[config.mk]
export PLATFORM = sky130hd
export DESIGN_NAME = adc_burst_scan_sequencer
export DESIGN_NICKNAME = d
export VERILOG_FILES = /design/src/rtl/abss_pkg.sv /design/src/rtl/abss_in_stage.sv /design/src/rtl/abss_scan_core.sv /design/src/rtl/adc_burst_scan_sequencer.sv
export SDC_FILE = /design/constraint.sdc
export NUM_CORES = 1
export LEC_CHECK = 0
export BUFFER_PORTS_ARGS = -buffer_cell sky130_fd_sc_hd__buf_2
export CORE_ASPECT_RATIO = 2
export CORE_MARGIN = 10
export CORE_UTILIZATION = 55
export DETAILED_ROUTE_END_ITERATION = 10
export HOLD_SLACK_MARGIN = 0.03
export PLACE_DENSITY_LB_ADDON = 0.08
export SLEW_MARGIN = 30
export SYNTH_ARGS = -nofsm -noshare
export SYNTH_HDL_FRONTEND = slang
export SYNTH_SLANG_ARGS = --single-unit
export TNS_END_PERCENT = 20
[constraint.sdc]
create_clock -name i_clk -period 4.65 [get_ports i_clk]
set_clock_uncertainty 0.1 [all_clocks]
set_input_delay 0.2325 -clock i_clk [delete_from_list [all_inputs] [get_ports i_clk]]
set_output_delay 0.2325 -clock i_clk [all_outputs]
set_load 0.02 [all_outputs]
[src/rtl/abss_pkg.sv]
// abss_pkg: shared types and constants for the adc burst scan sequencer
// used by every module in rtl/; no dependencies of its own
package abss_pkg;

    // number of scanned channels and derived widths
    localparam int NUM_CHANNELS  = 8;
    localparam int CH_IDX_W      = $clog2(NUM_CHANNELS);
    localparam int CH_FIELD_W    = 4;
    localparam int CONV_CH_W     = 3;
    localparam int SAMPLE_W      = 12;
    localparam int TIME_W        = 32;
    localparam int ACTION_W      = 2;
    localparam int STATUS_W      = 2;

    // channel number of the last channel in a burst
    localparam logic [CH_IDX_W-1:0] LAST_CH = CH_IDX_W'(NUM_CHANNELS - 1);

    // interval after reset in ms
    localparam logic [TIME_W-1:0] INTERVAL_RST = TIME_W'(1000);

    // stream word widths
    localparam int IN_DATA_W  = 48;
    localparam int OUT_DATA_W = 24;

    // item kinds
    typedef enum logic [ACTION_W-1:0] {
        ACT_POLL   = 2'd0,
        ACT_RESULT = 2'd1,
        ACT_READ   = 2'd2,
        ACT_SINGLE = 2'd3
    } t_action;

    // burst status codes
    typedef enum logic [STATUS_W-1:0] {
        ST_NEVER = 2'd0,
        ST_RUN   = 2'd1,
        ST_DONE  = 2'd2
    } t_status;

    // one input word
    typedef struct packed {
        t_action                 action;
        logic [TIME_W-1:0]       now_ms;
        logic [SAMPLE_W-1:0]     sample;
        logic [CH_FIELD_W-1:0]   channel;
    } t_item;

    // one result word
    typedef struct packed {
        logic                    convert_start;
        logic [CONV_CH_W-1:0]    convert_channel;
        logic [SAMPLE_W-1:0]     read_value;
        t_status                 burst_status;
        logic                    single_refused;
    } t_result;

    // handshake between input stage and scan core
    typedef struct packed {
        logic valid;
        logic take;
    } t_stage_ctl;

endpackage

[src/rtl/abss_in_stage.sv]
// abss_in_stage: input register for one word of the scan sequencer
// depends on abss_pkg
module abss_in_stage (
    input  logic                i_clk,
    input  logic                i_rst_n,
    input  logic                i_s_valid,
    output logic                o_s_ready,
    input  abss_pkg::t_item     i_item,
    input  logic                i_take,
    output logic                o_valid,
    output abss_pkg::t_item     o_item
);
    import abss_pkg::*;

    logic  r_valid;
    t_item r_item;
    logic  s_accept;

    // room when empty or when the held word moves on this cycle
    assign o_s_ready = !r_valid || i_take;
    assign s_accept  = i_s_valid && o_s_ready;

    // valid flag
    always_ff @(posedge i_clk) begin
        if (!i_rst_n) begin
            r_valid <= 1'b0;
        end else if (s_accept) begin
            r_valid <= 1'b1;
        end else if (i_take) begin
            r_valid <= 1'b0;
        end
    end

    // payload
    always_ff @(posedge i_clk) begin
        if (s_accept) begin
            r_item <= i_item;
        end
    end

    assign o_valid = r_valid;
    assign o_item  = r_item;

endmodule

[src/rtl/abss_scan_core.sv]
// abss_scan_core: burst timing, channel sequencing, sample store and result register
// depends on abss_pkg
module abss_scan_core (
    input  logic                        i_clk,
    input  logic                        i_rst_n,
    input  logic                        i_cfg_valid,
    input  logic [abss_pkg::TIME_W-1:0] i_cfg_data,
    input  abss_pkg::t_item             i_item,
    input  logic                        i_item_valid,
    output abss_pkg::t_stage_ctl        o_ctl,
    input  logic                        i_m_ready,
    output logic                        o_m_valid,
    output abss_pkg::t_result           o_res
);
    import abss_pkg::*;

    logic [TIME_W-1:0]   r_interval;
    logic [TIME_W-1:0]   r_start_time, n_start_time;
    logic [CH_IDX_W-1:0] r_cur, n_cur;
    logic                r_active, n_active;
    t_status             r_status, n_status;
    logic [SAMPLE_W-1:0] r_store [NUM_CHANNELS];
    logic                r_out_valid;
    t_result             r_res, n_res;

    logic                advance;
    logic                store_we;
    logic [TIME_W-1:0]   elapsed;
    logic                ch_in_range;
    logic [SAMPLE_W-1:0] store_rd;

    // word moves from input register into result register
    assign advance     = i_item_valid && (!r_out_valid || i_m_ready);
    assign o_ctl.valid = i_item_valid;
    assign o_ctl.take  = advance;

    assign elapsed     = i_item.now_ms - r_start_time;
    assign ch_in_range = {1'b0, i_item.channel} < (CH_FIELD_W + 1)'(NUM_CHANNELS);
    assign store_rd    = ch_in_range ? r_store[i_item.channel[CH_IDX_W-1:0]]
                                     : '0;
    assign store_we    = (i_item.action == ACT_RESULT) && r_active;

    // next state and result for the word in the input register
    always_comb begin
        n_start_time = r_start_time;
        n_cur        = r_cur;
        n_active     = r_active;
        n_status     = r_status;
        n_res.convert_start   = 1'b0;
        n_res.read_value      = '0;
        n_res.single_refused  = 1'b0;
        n_res.convert_channel = '0;
        unique case (i_item.action)
            ACT_POLL: begin
                if (elapsed > r_interval) begin
                    n_status     = ST_RUN;
                    n_active     = 1'b1;
                    n_cur        = '0;
                    n_start_time = r_start_time + r_interval;
                    n_res.convert_start = 1'b1;
                end
            end
            ACT_RESULT: begin
                if (r_active) begin
                    if (r_cur == LAST_CH) begin
                        n_cur    = '0;
                        n_status = ST_DONE;
                        n_active = 1'b0;
                    end else begin
                        n_cur = r_cur + 1'b1;
                        n_res.convert_start = 1'b1;
                    end
                end else begin
                    n_res.read_value = i_item.sample;
                end
            end
            ACT_READ: begin
                n_res.read_value = store_rd;
            end
            ACT_SINGLE: begin
                if (r_active) begin
                    n_res.single_refused = 1'b1;
                end else if (ch_in_range) begin
                    n_res.convert_start = 1'b1;
                end
            end
            default: begin
            end
        endcase
        // channel shown is the requested one for an accepted single request
        if (i_item.action == ACT_SINGLE && !r_active && ch_in_range) begin
            n_res.convert_channel = CONV_CH_W'(i_item.channel);
        end else begin
            n_res.convert_channel = CONV_CH_W'(n_cur);
        end
        n_res.burst_status = n_status;
    end

    // interval register; the user must write it only while idle, the block itself does not enforce it
    always_ff @(posedge i_clk) begin
        if (!i_rst_n) begin
            r_interval <= INTERVAL_RST;
        end else if (i_cfg_valid) begin
            r_interval <= i_cfg_data;
        end
    end

    // scan state
    always_ff @(posedge i_clk) begin
        if (!i_rst_n) begin
            r_start_time <= '0;
            r_cur        <= '0;
            r_active     <= 1'b0;
            r_status     <= ST_NEVER;
        end else if (advance) begin
            r_start_time <= n_start_time;
            r_cur        <= n_cur;
            r_active     <= n_active;
            r_status     <= n_status;
        end
    end

    // sample store, cleared by reset
    always_ff @(posedge i_clk) begin
        if (!i_rst_n) begin
            for (int i = 0; i < NUM_CHANNELS; i++) begin
                r_store[i] <= '0;
            end
        end else if (advance && store_we) begin
            r_store[r_cur] <= i_item.sample;
        end
    end

    // result register valid
    always_ff @(posedge i_clk) begin
        if (!i_rst_n) begin
            r_out_valid <= 1'b0;
        end else if (advance) begin
            r_out_valid <= 1'b1;
        end else if (i_m_ready) begin
            r_out_valid <= 1'b0;
        end
    end

    // result register payload
    always_ff @(posedge i_clk) begin
        if (advance) begin
            r_res <= n_res;
        end
    end

    assign o_m_valid = r_out_valid;
    assign o_res     = r_res;

endmodule

[src/rtl/adc_burst_scan_sequencer.sv]
// adc_burst_scan_sequencer: top level, stream ports around input stage and scan core
// depends on abss_pkg, abss_in_stage, abss_scan_core
//
// Usage:
//   slave stream: one word per event (poll time, conversion result, read,
//   single conversion request), kind in i_s_tuser, operands in i_s_tdata.
//   master stream: one result word per input word, in order: convert
//   command, channel, read value, burst status and refusal flag.
//   config channel: i_cfg_valid/i_cfg_data write the burst interval in ms;
//   o_cfg_ready is always high, write only while no word is in flight.
// Path: an accepted word passes the input register, then the result
//   register, before it shows on the master side.
// Throughput: one word per clock while i_m_tready stays high; the scan
//   state is updated between the two registers as each word advances.
// Reset (synchronous, active low): interval 1000 ms, store cleared, no
//   burst running, status never started, both registers empty.
// Stall: while i_m_tready is low the result word holds; one more word
//   waits in the input register, then o_s_tready drops.
module adc_burst_scan_sequencer (
    input  logic                               i_clk,
    input  logic                               i_rst_n,
    // slave side
    input  logic                               i_s_tvalid,
    output logic                               o_s_tready,
    // [1:0] action
    input  logic [abss_pkg::ACTION_W-1:0]      i_s_tuser,
    // [31:0] now_ms, [43:32] sample, [47:44] channel
    input  logic [abss_pkg::IN_DATA_W-1:0]     i_s_tdata,
    // master side
    output logic                               o_m_tvalid,
    input  logic                               i_m_tready,
    // [0] convert_start, [3:1] convert_channel, [15:4] read_value,
    // [17:16] burst_status, [18] single_refused, [23:19] zero
    output logic [abss_pkg::OUT_DATA_W-1:0]    o_m_tdata,
    // configuration write
    input  logic                               i_cfg_valid,
    output logic                               o_cfg_ready,
    input  logic [abss_pkg::TIME_W-1:0]        i_cfg_data
);
    import abss_pkg::*;

    t_item      s_item;
    t_item      q_item;
    logic       q_valid;
    t_stage_ctl ctl;
    t_result    res;

    // unpack the slave word
    assign s_item.action  = t_action'(i_s_tuser);
    assign s_item.now_ms  = i_s_tdata[31:0];
    assign s_item.sample  = i_s_tdata[43:32];
    assign s_item.channel = i_s_tdata[47:44];

    assign o_cfg_ready = 1'b1;

    abss_in_stage u_in_stage (
        .i_clk     (i_clk),
        .i_rst_n   (i_rst_n),
        .i_s_valid (i_s_tvalid),
        .o_s_ready (o_s_tready),
        .i_item    (s_item),
        .i_take    (ctl.take),
        .o_valid   (q_valid),
        .o_item    (q_item)
    );

    abss_scan_core u_scan_core (
        .i_clk        (i_clk),
        .i_rst_n      (i_rst_n),
        .i_cfg_valid  (i_cfg_valid),
        .i_cfg_data   (i_cfg_data),
        .i_item       (q_item),
        .i_item_valid (q_valid),
        .o_ctl        (ctl),
        .i_m_ready    (i_m_tready),
        .o_m_valid    (o_m_tvalid),
        .o_res        (res)
    );

    // pack the master word
    assign o_m_tdata = {5'b0, res.single_refused, res.burst_status, res.read_value,
                        res.convert_channel, res.convert_start};

`ifndef SYNTHESIS
    // input side blocks only behind a full result register
    a_ready_only_when_full: assert property (@(posedge i_clk) disable iff (!i_rst_n)
        !o_s_tready |-> (o_m_tvalid && ctl.valid))
        else $error("slave side stalled without a full pipeline");

    // a refusal is only given while a burst runs
    a_refuse_in_burst: assert property (@(posedge i_clk) disable iff (!i_rst_n)
        (o_m_tvalid && o_m_tdata[18]) |-> (o_m_tdata[17:16] == ST_RUN))
        else $error("single request refused outside a burst");

    // a word with read data never commands a conversion or a refusal
    a_read_no_command: assert property (@(posedge i_clk) disable iff (!i_rst_n)
        (o_m_tvalid && (o_m_tdata[15:4] != '0)) |-> (!o_m_tdata[0] && !o_m_tdata[18]))
        else $error("read data together with a command");
`endif

endmodule

==> run_summary.xml, run 1 <==
<?xml version="1.0" encoding="UTF-8"?>
<metrics>
  <group name="hold_path">
    <metric name="worstHoldEndpoint" unit="">u_scan_core.r_interval[6]</metric>
    <metric name="worstHoldPathCells" unit="">3</metric>
    <metric name="hp-class" unit="">primary input to register</metric>
    <metric name="hold_start" unit="">i_cfg_valid</metric>
  </group>
  <group name="sta">
    <metric name="timing.setup.tns" unit="ns">-23.46</metric>
    <metric name="rsz0062_at_grt" unit="">yes</metric>
    <metric name="setup_ws" unit="ns">-0.746</metric>
    <metric name="timing_worst_slew_pin_value" unit="ns">0.999</metric>
    <metric name="timing_max_transition_violations_final" unit="">0</metric>
    <metric name="post-route-period-util" unit="%">116</metric>
    <metric name="finalHoldViolCount" unit="">0</metric>
    <metric name="post-route-min-period" unit="ns">5.40</metric>
    <metric name="slew-limit-headroom" unit="%">33.1</metric>
    <metric name="number_of_setup_violations_in_the_final_report" unit="">44</metric>
    <metric name="hold_slack" unit="ns">0.166</metric>
    <metric name="fmaxAchievable" unit="MHz">185</metric>
  </group>
  <group name="die">
    <metric name="design.die.area" unit="mm2">0.0319</metric>
    <metric name="floorplan.die.width" unit="um">131</metric>
    <metric name="num_rows" unit="">81</metric>
    <metric name="die_height" unit="um">243</metric>
    <metric name="io_pins" unit="">114</metric>
    <metric name="floorplan.initialDensity" unit="%">55.8</metric>
    <metric name="core" unit="mm2">0.0244</metric>
  </group>
  <group name="synth">
    <metric name="synth_sequential_area_ratio" unit="%">47.4</metric>
    <metric name="top_cell_type_s_share_of_synthesized_area" unit="%">36.3</metric>
    <metric name="distinct_cells_synth" unit="">77</metric>
    <metric name="ys_seq_elements" unit="">240</metric>
    <metric name="synth_adder_area_share" unit="%">9.56</metric>
    <metric name="synth-warning-count" unit="">0</metric>
    <metric name="cell_taking_the_most_area_after_synthesis" unit="">sky130_fd_sc_hd__edfxtp_1</metric>
    <metric name="synth_top_family_by_area" unit="">simple AND/OR/NAND/NOR gates</metric>
    <metric name="cell_area_after_synthesis" unit="mm2">0.0136</metric>
    <metric name="synth-async-reset-ratio" unit="%">0</metric>
    <metric name="yosys-top-cells-area" unit="">sky130_fd_sc_hd__edfxtp_1 (36%), sky130_fd_sc_hd__dfxtp_1 (11%), sky130_fd_sc_hd__ha_1 (9.3%), sky130_fd_sc_hd__and2_1 (5.3%), sky130_fd_sc_hd__mux4_2 (4.0%)</metric>
    <metric name="post_synth_simple_gate_area" unit="%">14.7</metric>
    <metric name="avgSynthCellArea" unit="um2">10.8</metric>
    <metric name="synth_compound_gate_area_share" unit="%">14.1</metric>
    <metric name="synth-xor-area-share" unit="%">2.96</metric>
    <metric name="synth_enable_flop_cells" unit="">165</metric>
    <metric name="synthCells" unit="">1268</metric>
    <metric name="portion_of_netlist_area_occupied_by_mux_cells" unit="%">7.31</metric>
    <metric name="synth-main-ff-cell" unit="">sky130_fd_sc_hd__edfxtp_1</metric>
  </group>
  <group name="final_layout">
    <metric name="instances_no_fill" unit="">1919</metric>
    <metric name="antenna_cells" unit="">0</metric>
    <metric name="area_overhead_vs_synth" unit="%">26.2</metric>
    <metric name="fillerInstances" unit="">1857</metric>
    <metric name="design_area" unit="mm2">0.0172</metric>
    <metric name="drive_gt1_share" unit="%">21.5</metric>
    <metric name="area_of_the_multi_input_gates" unit="mm2">0.00675</metric>
    <metric name="count_of_nets_after_finishing" unit="">1759</metric>
    <metric name="final-seq-area" unit="mm2">0.00646</metric>
  </group>
  <group name="placement">
    <metric name="io_buffers" unit="">107</metric>
    <metric name="place_area" unit="mm2">0.0153</metric>
    <metric name="final_estimated_routing_congestion_in_global_placement" unit="">0.925</metric>
    <metric name="dp_hpwl" unit="um">27800</metric>
    <metric name="place.detailed.instances" unit="">1779</metric>
  </group>
  <group name="clocking">
    <metric name="tritoncts_num_sinks" unit="">240</metric>
    <metric name="clkTransAtPathRegs" unit="ns">0.07</metric>
    <metric name="worstSkewPairLatency" unit="ns">0.53</metric>
    <metric name="h_tree_levels" unit="">1</metric>
    <metric name="cts_inserted_buffers" unit="">24</metric>
    <metric name="cts_tree" unit="">yes</metric>
    <metric name="cts.path.max_buffers" unit="">3</metric>
    <metric name="clock-root-buffer" unit="">sky130_fd_sc_hd__clkbuf_16</metric>
  </group>
  <group name="setup_path">
    <metric name="timing.reg2reg.setup_slack" unit="ns">-0.75</metric>
    <metric name="worst_path_most_repeated_cell" unit="">sky130_fd_sc_hd__buf_4</metric>
    <metric name="worstPathCellList" unit="">inv_1 -&gt; ha_2 -&gt; inv_2 -&gt; fa_2 -&gt; a21o_4 -&gt; a221oi_4 -&gt; a211o_1 -&gt; o211ai_2 -&gt; a41o_4 -&gt; a2111oi_4 -&gt; nor2_2 -&gt; a311oi_2 -&gt; xnor2_1 -&gt; ha_1 -&gt; nand4_1 -&gt; or2_1 -&gt; o22ai_1 -&gt; or4b_4 -&gt; buf_4 -&gt; o211ai_1 -&gt; buf_4 -&gt; a31oi_1 -&gt; or4_1 -&gt; a21oi_2</metric>
    <metric name="r2r_end" unit="">u_scan_core.r_start_time[31]</metric>
    <metric name="cp.depth" unit="">24</metric>
    <metric name="cp_max_fo" unit="">4</metric>
    <metric name="worstPathRequired" unit="ns">5.01</metric>
    <metric name="path_buf_inv" unit="">4</metric>
    <metric name="r2r_start" unit="">u_in_stage.o_item[16]</metric>
    <metric name="critical_path.startpoint" unit="">u_in_stage.o_item[16]</metric>
    <metric name="critical_path.max_stage_delay" unit="ns">0.51</metric>
    <metric name="worstSetupStartpointType" unit="">register</metric>
    <metric name="kind_of_critical_path" unit="">register to register</metric>
    <metric name="arrival_time_at_the_worst_endpoint" unit="ns">5.75</metric>
    <metric name="critical_path_sink_type" unit="">register</metric>
    <metric name="rr_worst_depth" unit="">24</metric>
    <metric name="critPathTopFamily" unit="">compound AO/OA/AOI/OAI gates</metric>
    <metric name="critical_path.slowest_cell" unit="">sky130_fd_sc_hd__or4b_4</metric>
  </group>
  <group name="grt">
    <metric name="track_usage" unit="%">22.8</metric>
    <metric name="grt_start_max_net_pins" unit="">39</metric>
    <metric name="first_global_vias" unit="">11200</metric>
    <metric name="grt.overflow.total" unit="">0</metric>
    <metric name="grt_antenna_before_repair" unit="">0</metric>
    <metric name="global_route_wire_length_before_repair" unit="um">57900</metric>
  </group>
  <group name="routing">
    <metric name="drt-total-wl" unit="um">37000</metric>
    <metric name="dr.pass1.iters" unit="">5</metric>
    <metric name="viasPerCell" unit="">5.61</metric>
    <metric name="final_antenna_net_count" unit="">0</metric>
    <metric name="route.vias.total" unit="">10800</metric>
    <metric name="drc_errors" unit="">0</metric>
    <metric name="initial_drc_count" unit="">529</metric>
    <metric name="routed_wire_length_per_instance" unit="um">19.3</metric>
  </group>
  <group name="outcome">
    <metric name="run_status" unit="">finished, violations left</metric>
    <metric name="failed_checks" unit="">setup timing</metric>
  </group>
  <group name="pwr">
    <metric name="max_rail_drop_vdd" unit="mV">0.328</metric>
    <metric name="seq_power_share" unit="%">45.9</metric>
    <metric name="power_leakage" unit="nW">7.25</metric>
    <metric name="power_switching_share" unit="%">25.1</metric>
    <metric name="share_clk_of_total_power" unit="%">37.8</metric>
    <metric name="cell_internal_pwr" unit="mW">3.97</metric>
    <metric name="net-switching-power" unit="mW">1.33</metric>
    <metric name="pwr-share-comb" unit="%">16.3</metric>
    <metric name="power.density_cell_area" unit="mW/mm2">309</metric>
  </group>
  <group name="flow_run">
    <metric name="maxCapViolCount" unit="">0</metric>
  </group>
</metrics>
## routing by layer
| metal | routed length [um] | GRT usage, % |
|---|---|---|
| met3 | 1310 | 2.77 |
| met5 | 0 | 0 |
| met2 | 21900 | 47.7 |
| met4 | 1930 | 11.5 |
| met1 | 11900 | 19.9 |
## area by class of cell
type                    count  area share [%]
flip-flops and latches    240            37.5
clock inverters             8           0.422
clock buffers              36            4.36
multi-input cells         897            39.2
repair buffers            321            14.2
inverters                  85            1.85
well taps                 332            2.41
## cells in the mapped netlist (7+ instances only)
cell                       number
sky130_fd_sc_hd__a211oi_1       8
sky130_fd_sc_hd__a21o_1        42
sky130_fd_sc_hd__a21oi_1       84
sky130_fd_sc_hd__a31oi_1       11
sky130_fd_sc_hd__and2_1       115
sky130_fd_sc_hd__and3_1         7
sky130_fd_sc_hd__buf_1          7
sky130_fd_sc_hd__clkbuf_1      32
sky130_fd_sc_hd__dfxtp_1       75
sky130_fd_sc_hd__edfxtp_1     165
sky130_fd_sc_hd__ha_1         101
sky130_fd_sc_hd__inv_1         83
sky130_fd_sc_hd__mux2i_1       41
sky130_fd_sc_hd__mux4_2        24
sky130_fd_sc_hd__nand2_1       85
sky130_fd_sc_hd__nand2b_1      12
sky130_fd_sc_hd__nand3_1       18
sky130_fd_sc_hd__nand4_1       15
sky130_fd_sc_hd__nor2_1        82
sky130_fd_sc_hd__nor2b_1       12
sky130_fd_sc_hd__nor3_1         8
sky130_fd_sc_hd__o211ai_1      18
sky130_fd_sc_hd__o21a_1        15
sky130_fd_sc_hd__o21ai_0       43
sky130_fd_sc_hd__o21ai_1       12
sky130_fd_sc_hd__o21bai_1       7
sky130_fd_sc_hd__or3_1          7
sky130_fd_sc_hd__xnor2_1       32
sky130_fd_sc_hd__xor2_1        14
## cell families (layout without fill, tap and decap cells)
kind of cell             after synthesis  count (layout)
other                                  2               6
multiplexers                          69              69
buffers and inverters                135             450
AO/OA/AOI/OAI                        289             289
AND/OR/NAND/NOR                      384             384
XOR/XNOR                              46              46
adder cells (fa/ha/maj)              103             103
flip-flops                           240             240
## worst register-to-register path, delay by kind of cell (launching register included)
family / cells / cell delay (ns)
AND/OR/NAND/NOR: 5 / 1.28
flip-flops: 1 / 0.35
adder cells (fa/ha/maj): 3 / 0.77
buffers and inverters: 4 / 0.46
XOR/XNOR: 1 / 0.15
AO/OA/AOI/OAI: 11 / 2.20
## how the worst max path moves through the flow
| stage | slack (ns) | endpoint |
|---|---|---|
| 2_1_floorplan | -0.27 | u_scan_core.r_start_time[31] |
| 3_3_place_gp | -0.73 | u_scan_core.r_active |
| 3_5_place_dp | -0.85 | u_scan_core.r_start_time[31] |
| 4_1_cts | -0.80 | u_scan_core.r_start_time[31] |
| 5_1_grt | -1.04 | u_scan_core.r_start_time[31] |
| 6_report | -0.75 | u_scan_core.r_start_time[31] |
## repair_timing
action / 4_1_cts / 5_1_grt
cloned: 1 / 0
pin swaps: 7 / 11
setup endpoints to repair: 44 / 44
buffers inserted: 4 / 6
gates resized for setup: 4 / 22
hold endpoints to repair: 88 / 0
hold buffers: 85 / 0
## sequential cells by signal, summed over array words and instances, names as in the netlist, named ones only
| signal | count |
|---|---|
| u_scan_core.o_m_valid | 1 |
| u_scan_core.o_res | 19 |
| u_scan_core.r_store | 96 |
| u_scan_core.r_interval | 32 |
| u_in_stage.o_valid | 1 |
| u_scan_core.r_status | 2 |
| u_in_stage.o_item | 50 |
| u_scan_core.r_start_time | 32 |
| u_scan_core.r_active | 1 |
| u_scan_core.r_cur | 3 |
## power groups by stage
stage	clock network, mW	logic [mW]	registers, mW
3_3_place_gp	0	0.774	2.48
3_5_place_dp	0	0.788	2.48
4_1_cts	2.04	0.852	2.44
2_1_floorplan	0	0.500	2.46
5_1_grt	2.12	0.954	2.45
6_report	2.01	0.867	2.44
## cells in the final DEF (no fill, tap or decap), drive strengths merged, types with 4 or more instances in the layout
cell,instances
nand2,85
dfxtp,75
nor3,8
a31oi,11
nor2b,12
o31ai,6
clkbuf,36
nand2b,12
and4,5
a211oi,9
mux2,4
or3,7
mux4,24
o211ai,19
o21a,15
o221ai,4
xor2,14
clkinv,4
and2,115
nand3,18
ha,101
o21ai,56
a21o,45
a21oi,84
nand4,15
or2,5
conb,6
inv,88
dlygate4sd3,85
nor2,83
o21bai,7
buf,236
mux2i,41
xnor2,32
a211o,4
edfxtp,165
and3,7
## per-stage QoR
step / worst slack [ns] / total power [mW] / utilization (%)
6_report: -0.746 / 5.31 / 70.4
3_5_place_dp: -0.854 / 3.27 / 62.8
4_1_cts: -0.800 / 5.33 / 69.8
5_1_grt: -1.04 / 5.52 / 70.4
2_1_floorplan: -0.274 / 2.96 / -
3_3_place_gp: -0.729 / 3.25 / 62.8
Note: power is estimated with default switching activity, not from simulation.
==> run 2, diff against run 1 <==
--- a/config.mk
+++ b/config.mk
@@ -10,6 +10,7 @@
 export CORE_MARGIN = 10
 export CORE_UTILIZATION = 55
 export DETAILED_ROUTE_END_ITERATION = 10
+export GPL_TIMING_DRIVEN = 0
 export HOLD_SLACK_MARGIN = 0.03
 export PLACE_DENSITY_LB_ADDON = 0.08
 export SLEW_MARGIN = 30
==> constraint.sdc (replaced) <==
create_clock -name i_clk -period 5.4 [get_ports i_clk]
set_clock_uncertainty 0.1 [all_clocks]
set_input_delay 0.27 -clock i_clk [delete_from_list [all_inputs] [get_ports i_clk]]
set_output_delay 0.27 -clock i_clk [all_outputs]
set_load 0.02 [all_outputs]
==> run 2 against run 1 <==
Net effect:
- the flow still finishes with violations (setup timing)
- register-to-register slack better by 0.61 ns
- cell count is 2.9% lower
- final area is 2.7% lower
- count of clock-buffer cells in the layout is 10 lower
- critical path depth is 3 lower
- combinational power is 16% lower
- routed wire length is 2.7% higher
- first-iteration DRC count is 2.1% higher
- flip-flop and latch count stayed put
- core utilization is 1.9 points lower
- largest cell class unchanged
- highest routed layer unchanged
==> run_summary.xml, run 2 (same netlist as run 1, synthesis figures left out) <==
<?xml version="1.0" encoding="UTF-8"?>
<metrics>
  <group name="hold_path">
    <metric name="hp-class" unit="">primary input to register</metric>
  </group>
  <group name="setup_path">
    <metric name="r2r_end" unit="">u_scan_core.o_res[16]</metric>
    <metric name="worstSetupStartpointType" unit="">register</metric>
    <metric name="cp_max_fo" unit="">7</metric>
    <metric name="worstPathRequired" unit="ns">5.67</metric>
    <metric name="timing.reg2reg.setup_slack" unit="ns">-0.14</metric>
    <metric name="worst_setup_path_endpoint" unit="">u_scan_core.o_res[16]</metric>
    <metric name="rr_worst_depth" unit="">21</metric>
    <metric name="critical_path.startpoint" unit="">u_scan_core.r_start_time[1]</metric>
    <metric name="arrival_time_at_the_worst_endpoint" unit="ns">5.81</metric>
    <metric name="critical_path_sink_type" unit="">register</metric>
    <metric name="kind_of_critical_path" unit="">register to register</metric>
    <metric name="r2r_start" unit="">u_scan_core.r_start_time[1]</metric>
  </group>
  <group name="outcome">
    <metric name="failed_checks" unit="">setup timing</metric>
    <metric name="run_status" unit="">finished, violations left</metric>
  </group>
  <group name="sta">
    <metric name="slew-limit-headroom" unit="%">31.4</metric>
    <metric name="timing_worst_slew_pin_value" unit="ns">1.03</metric>
    <metric name="post-route-period-util" unit="%">103</metric>
    <metric name="fmaxAchievable" unit="MHz">181</metric>
    <metric name="timing_max_transition_violations_final" unit="">0</metric>
    <metric name="finalHoldViolCount" unit="">0</metric>
    <metric name="timing.setup.tns" unit="ns">-0.642</metric>
    <metric name="setup_ws" unit="ns">-0.136</metric>
    <metric name="rsz0062_at_grt" unit="">yes</metric>
    <metric name="number_of_setup_violations_in_the_final_report" unit="">12</metric>
    <metric name="post-route-min-period" unit="ns">5.54</metric>
  </group>
  <group name="clocking">
    <metric name="cts_tree" unit="">yes</metric>
    <metric name="clock-root-buffer" unit="">sky130_fd_sc_hd__clkbuf_16</metric>
    <metric name="clkTransAtPathRegs" unit="ns">0.07</metric>
    <metric name="cts.path.max_buffers" unit="">3</metric>
    <metric name="worstSkewPairLatency" unit="ns">0.53</metric>
    <metric name="cts_inserted_buffers" unit="">23</metric>
    <metric name="h_tree_levels" unit="">1</metric>
    <metric name="tritoncts_num_sinks" unit="">240</metric>
  </group>
  <group name="die">
    <metric name="io_pins" unit="">114</metric>
    <metric name="die_height" unit="um">243</metric>
    <metric name="num_rows" unit="">81</metric>
    <metric name="core" unit="mm2">0.0244</metric>
    <metric name="floorplan.die.width" unit="um">131</metric>
    <metric name="design.die.area" unit="mm2">0.0319</metric>
    <metric name="floorplan.initialDensity" unit="%">55.8</metric>
  </group>
  <group name="final_layout">
    <metric name="antenna_cells" unit="">0</metric>
    <metric name="largest_register_ff_count" unit="">96</metric>
    <metric name="largest-register" unit="">u_scan_core.r_store</metric>
    <metric name="drive_gt1_share" unit="%">17.9</metric>
    <metric name="area_overhead_vs_synth" unit="%">22.9</metric>
    <metric name="count_of_nets_after_finishing" unit="">1706</metric>
    <metric name="layout_commonest_cell" unit="">sky130_fd_sc_hd__edfxtp_1</metric>
    <metric name="instances_no_fill" unit="">1864</metric>
    <metric name="commonest_cells_after_routing_fill_and_taps_aside" unit="">sky130_fd_sc_hd__edfxtp_1 (165), sky130_fd_sc_hd__and2_1 (115), sky130_fd_sc_hd__buf_2 (106)</metric>
  </group>
  <group name="grt">
    <metric name="grt_antenna_before_repair" unit="">0</metric>
    <metric name="grt.overflow.total" unit="">0</metric>
    <metric name="track_usage" unit="%">23.2</metric>
    <metric name="grt_start_max_net_pins" unit="">40</metric>
    <metric name="first_global_vias" unit="">11300</metric>
    <metric name="global_route_wire_length_before_repair" unit="um">58800</metric>
  </group>
  <group name="flow_run">
    <metric name="maxCapViolCount" unit="">0</metric>
  </group>
  <group name="routing">
    <metric name="final_antenna_net_count" unit="">0</metric>
    <metric name="route.vias.total" unit="">10600</metric>
    <metric name="drt-total-wl" unit="um">38000</metric>
    <metric name="routed_wire_length_per_instance" unit="um">20.4</metric>
    <metric name="drc_errors" unit="">0</metric>
    <metric name="dr.pass1.iters" unit="">5</metric>
    <metric name="viasPerCell" unit="">5.69</metric>
    <metric name="initial_drc_count" unit="">540</metric>
  </group>
  <group name="pwr">
    <metric name="pwr-share-comb" unit="%">16.8</metric>
    <metric name="seq_power_share" unit="%">48.6</metric>
    <metric name="max_rail_drop_vdd" unit="mV">0.259</metric>
    <metric name="cell_internal_pwr" unit="mW">3.16</metric>
    <metric name="share_clk_of_total_power" unit="%">34.5</metric>
    <metric name="net-switching-power" unit="mW">1.15</metric>
    <metric name="power_leakage" unit="nW">6.82</metric>
    <metric name="power_switching_share" unit="%">26.7</metric>
    <metric name="post-layout-total-power" unit="mW">4.31</metric>
    <metric name="power.density_cell_area" unit="mW/mm2">257</metric>
  </group>
  <group name="placement">
    <metric name="final_estimated_routing_congestion_in_global_placement" unit="">0.913</metric>
    <metric name="io_buffers" unit="">106</metric>
    <metric name="dp_slack" unit="ns">-1.05</metric>
    <metric name="dp_hpwl" unit="um">28700</metric>
    <metric name="place.detailed.instances" unit="">1717</metric>
  </group>
</metrics>
[run 2: cell types whose count changed in the layout (fill, tap and decap cells not counted), moves of 5 or more]
cell and change:
sky130_fd_sc_hd__a21oi_1 -7, sky130_fd_sc_hd__a21oi_2 +7, sky130_fd_sc_hd__buf_1 +6, sky130_fd_sc_hd__buf_4 -102, sky130_fd_sc_hd__buf_6 +10, sky130_fd_sc_hd__clkbuf_1 +30, sky130_fd_sc_hd__clkbuf_8 -5, sky130_fd_sc_hd__o21ai_0 -6
sky130_fd_sc_hd__o21ai_2 +5
[run 2: how the worst min path moves through the flow]
stage,slack (ns),to,cells past startpoint,start
after floorplan,0.27,u_in_stage.o_item[0],0,i_s_tdata[44]
final,0.30,u_scan_core.r_interval[22],3,i_cfg_valid
after global routing,0.33,u_scan_core.r_interval[20],3,i_cfg_valid
after detailed placement,0.35,u_in_stage.o_item[7],1,i_s_tdata[35]
after global placement,0.35,u_in_stage.o_item[27],1,i_s_tdata[11]
after CTS,0.30,u_scan_core.r_interval[18],3,i_cfg_valid
[run 2: critical path, cell delays in order, from the launching register on]
cell,delay (ns)
sky130_fd_sc_hd__dfxtp_1,0.36
sky130_fd_sc_hd__inv_1,0.12
sky130_fd_sc_hd__ha_1,0.28
sky130_fd_sc_hd__nor2b_1,0.18
sky130_fd_sc_hd__o31ai_1,0.13
sky130_fd_sc_hd__o21ai_2,0.27
sky130_fd_sc_hd__a21oi_1,0.21
sky130_fd_sc_hd__or3_1,0.48
sky130_fd_sc_hd__a31oi_1,0.32
sky130_fd_sc_hd__o221ai_1,0.26
sky130_fd_sc_hd__o31ai_1,0.33
sky130_fd_sc_hd__xnor2_1,0.15
sky130_fd_sc_hd__ha_1,0.25
sky130_fd_sc_hd__nand4_1,0.14
sky130_fd_sc_hd__or2_1,0.16
sky130_fd_sc_hd__o22ai_1,0.10
sky130_fd_sc_hd__or4b_4,0.52
sky130_fd_sc_hd__buf_6,0.14
sky130_fd_sc_hd__o21ai_4,0.24
sky130_fd_sc_hd__a21boi_4,0.34
sky130_fd_sc_hd__o21ai_2,0.09
sky130_fd_sc_hd__a31oi_1,0.17
[run 2: power groups by stage]
stage | sequential (mW) | combinational (mW) | clock [mW]
6_report | 2.09 | 0.725 | 1.49
5_1_grt | 2.10 | 0.793 | 1.59
4_1_cts | 2.09 | 0.707 | 1.52
3_5_place_dp | 2.13 | 0.631 | 0
3_3_place_gp | 2.13 | 0.609 | 0
2_1_floorplan | 2.12 | 0.428 | 0
[run 2: metrics by stage]
| stage | hold slack [ns] | utilization, % | instance area [um2] |
|---|---|---|---|
| 2_1_floorplan | 0.269 | - | 13600 |
| 3_3_place_gp | 0.346 | 59.7 | 14600 |
| 3_5_place_dp | 0.348 | 60.2 | 14700 |
| 4_1_cts | 0.302 | 67.8 | 16600 |
| 5_1_grt | 0.328 | 68.6 | 16700 |
| 6_report | 0.297 | 68.6 | 16700 |
[run 2: area by class of cell]
cell class                      instances  area [um2]
Buffer                                 49         285
Clock buffer                           26         587
Clock inverter                         15        83.8
Fill cell                            1872        7680
Inverter                               85         322
Multi-Input combinational cell        897        6890
Sequential cell                       240        6460
Tap cell                              332         415
Timing Repair Buffer                  220        1710
[run 2: layer usage]
metal / vias up / part of all wire (%) / GRT usage (%)
met4: 0 / 5.7 / 13.0
met3: 108 / 3.1 / 2.75
met5: - / 0 / 0
met2: 264 / 60 / 48.8
li1: 5082 / - / -
met1: 5147 / 31 / 19.6
[run 2: timing repair]
item	4_1_cts	5_1_grt
gates cloned	1	1
buffers inserted	14	5
resized for setup	47	34
endpoints found under the setup margin	44	44
hold buffers	86	0
hold endpoints to repair	88	0
pin swaps	25	29
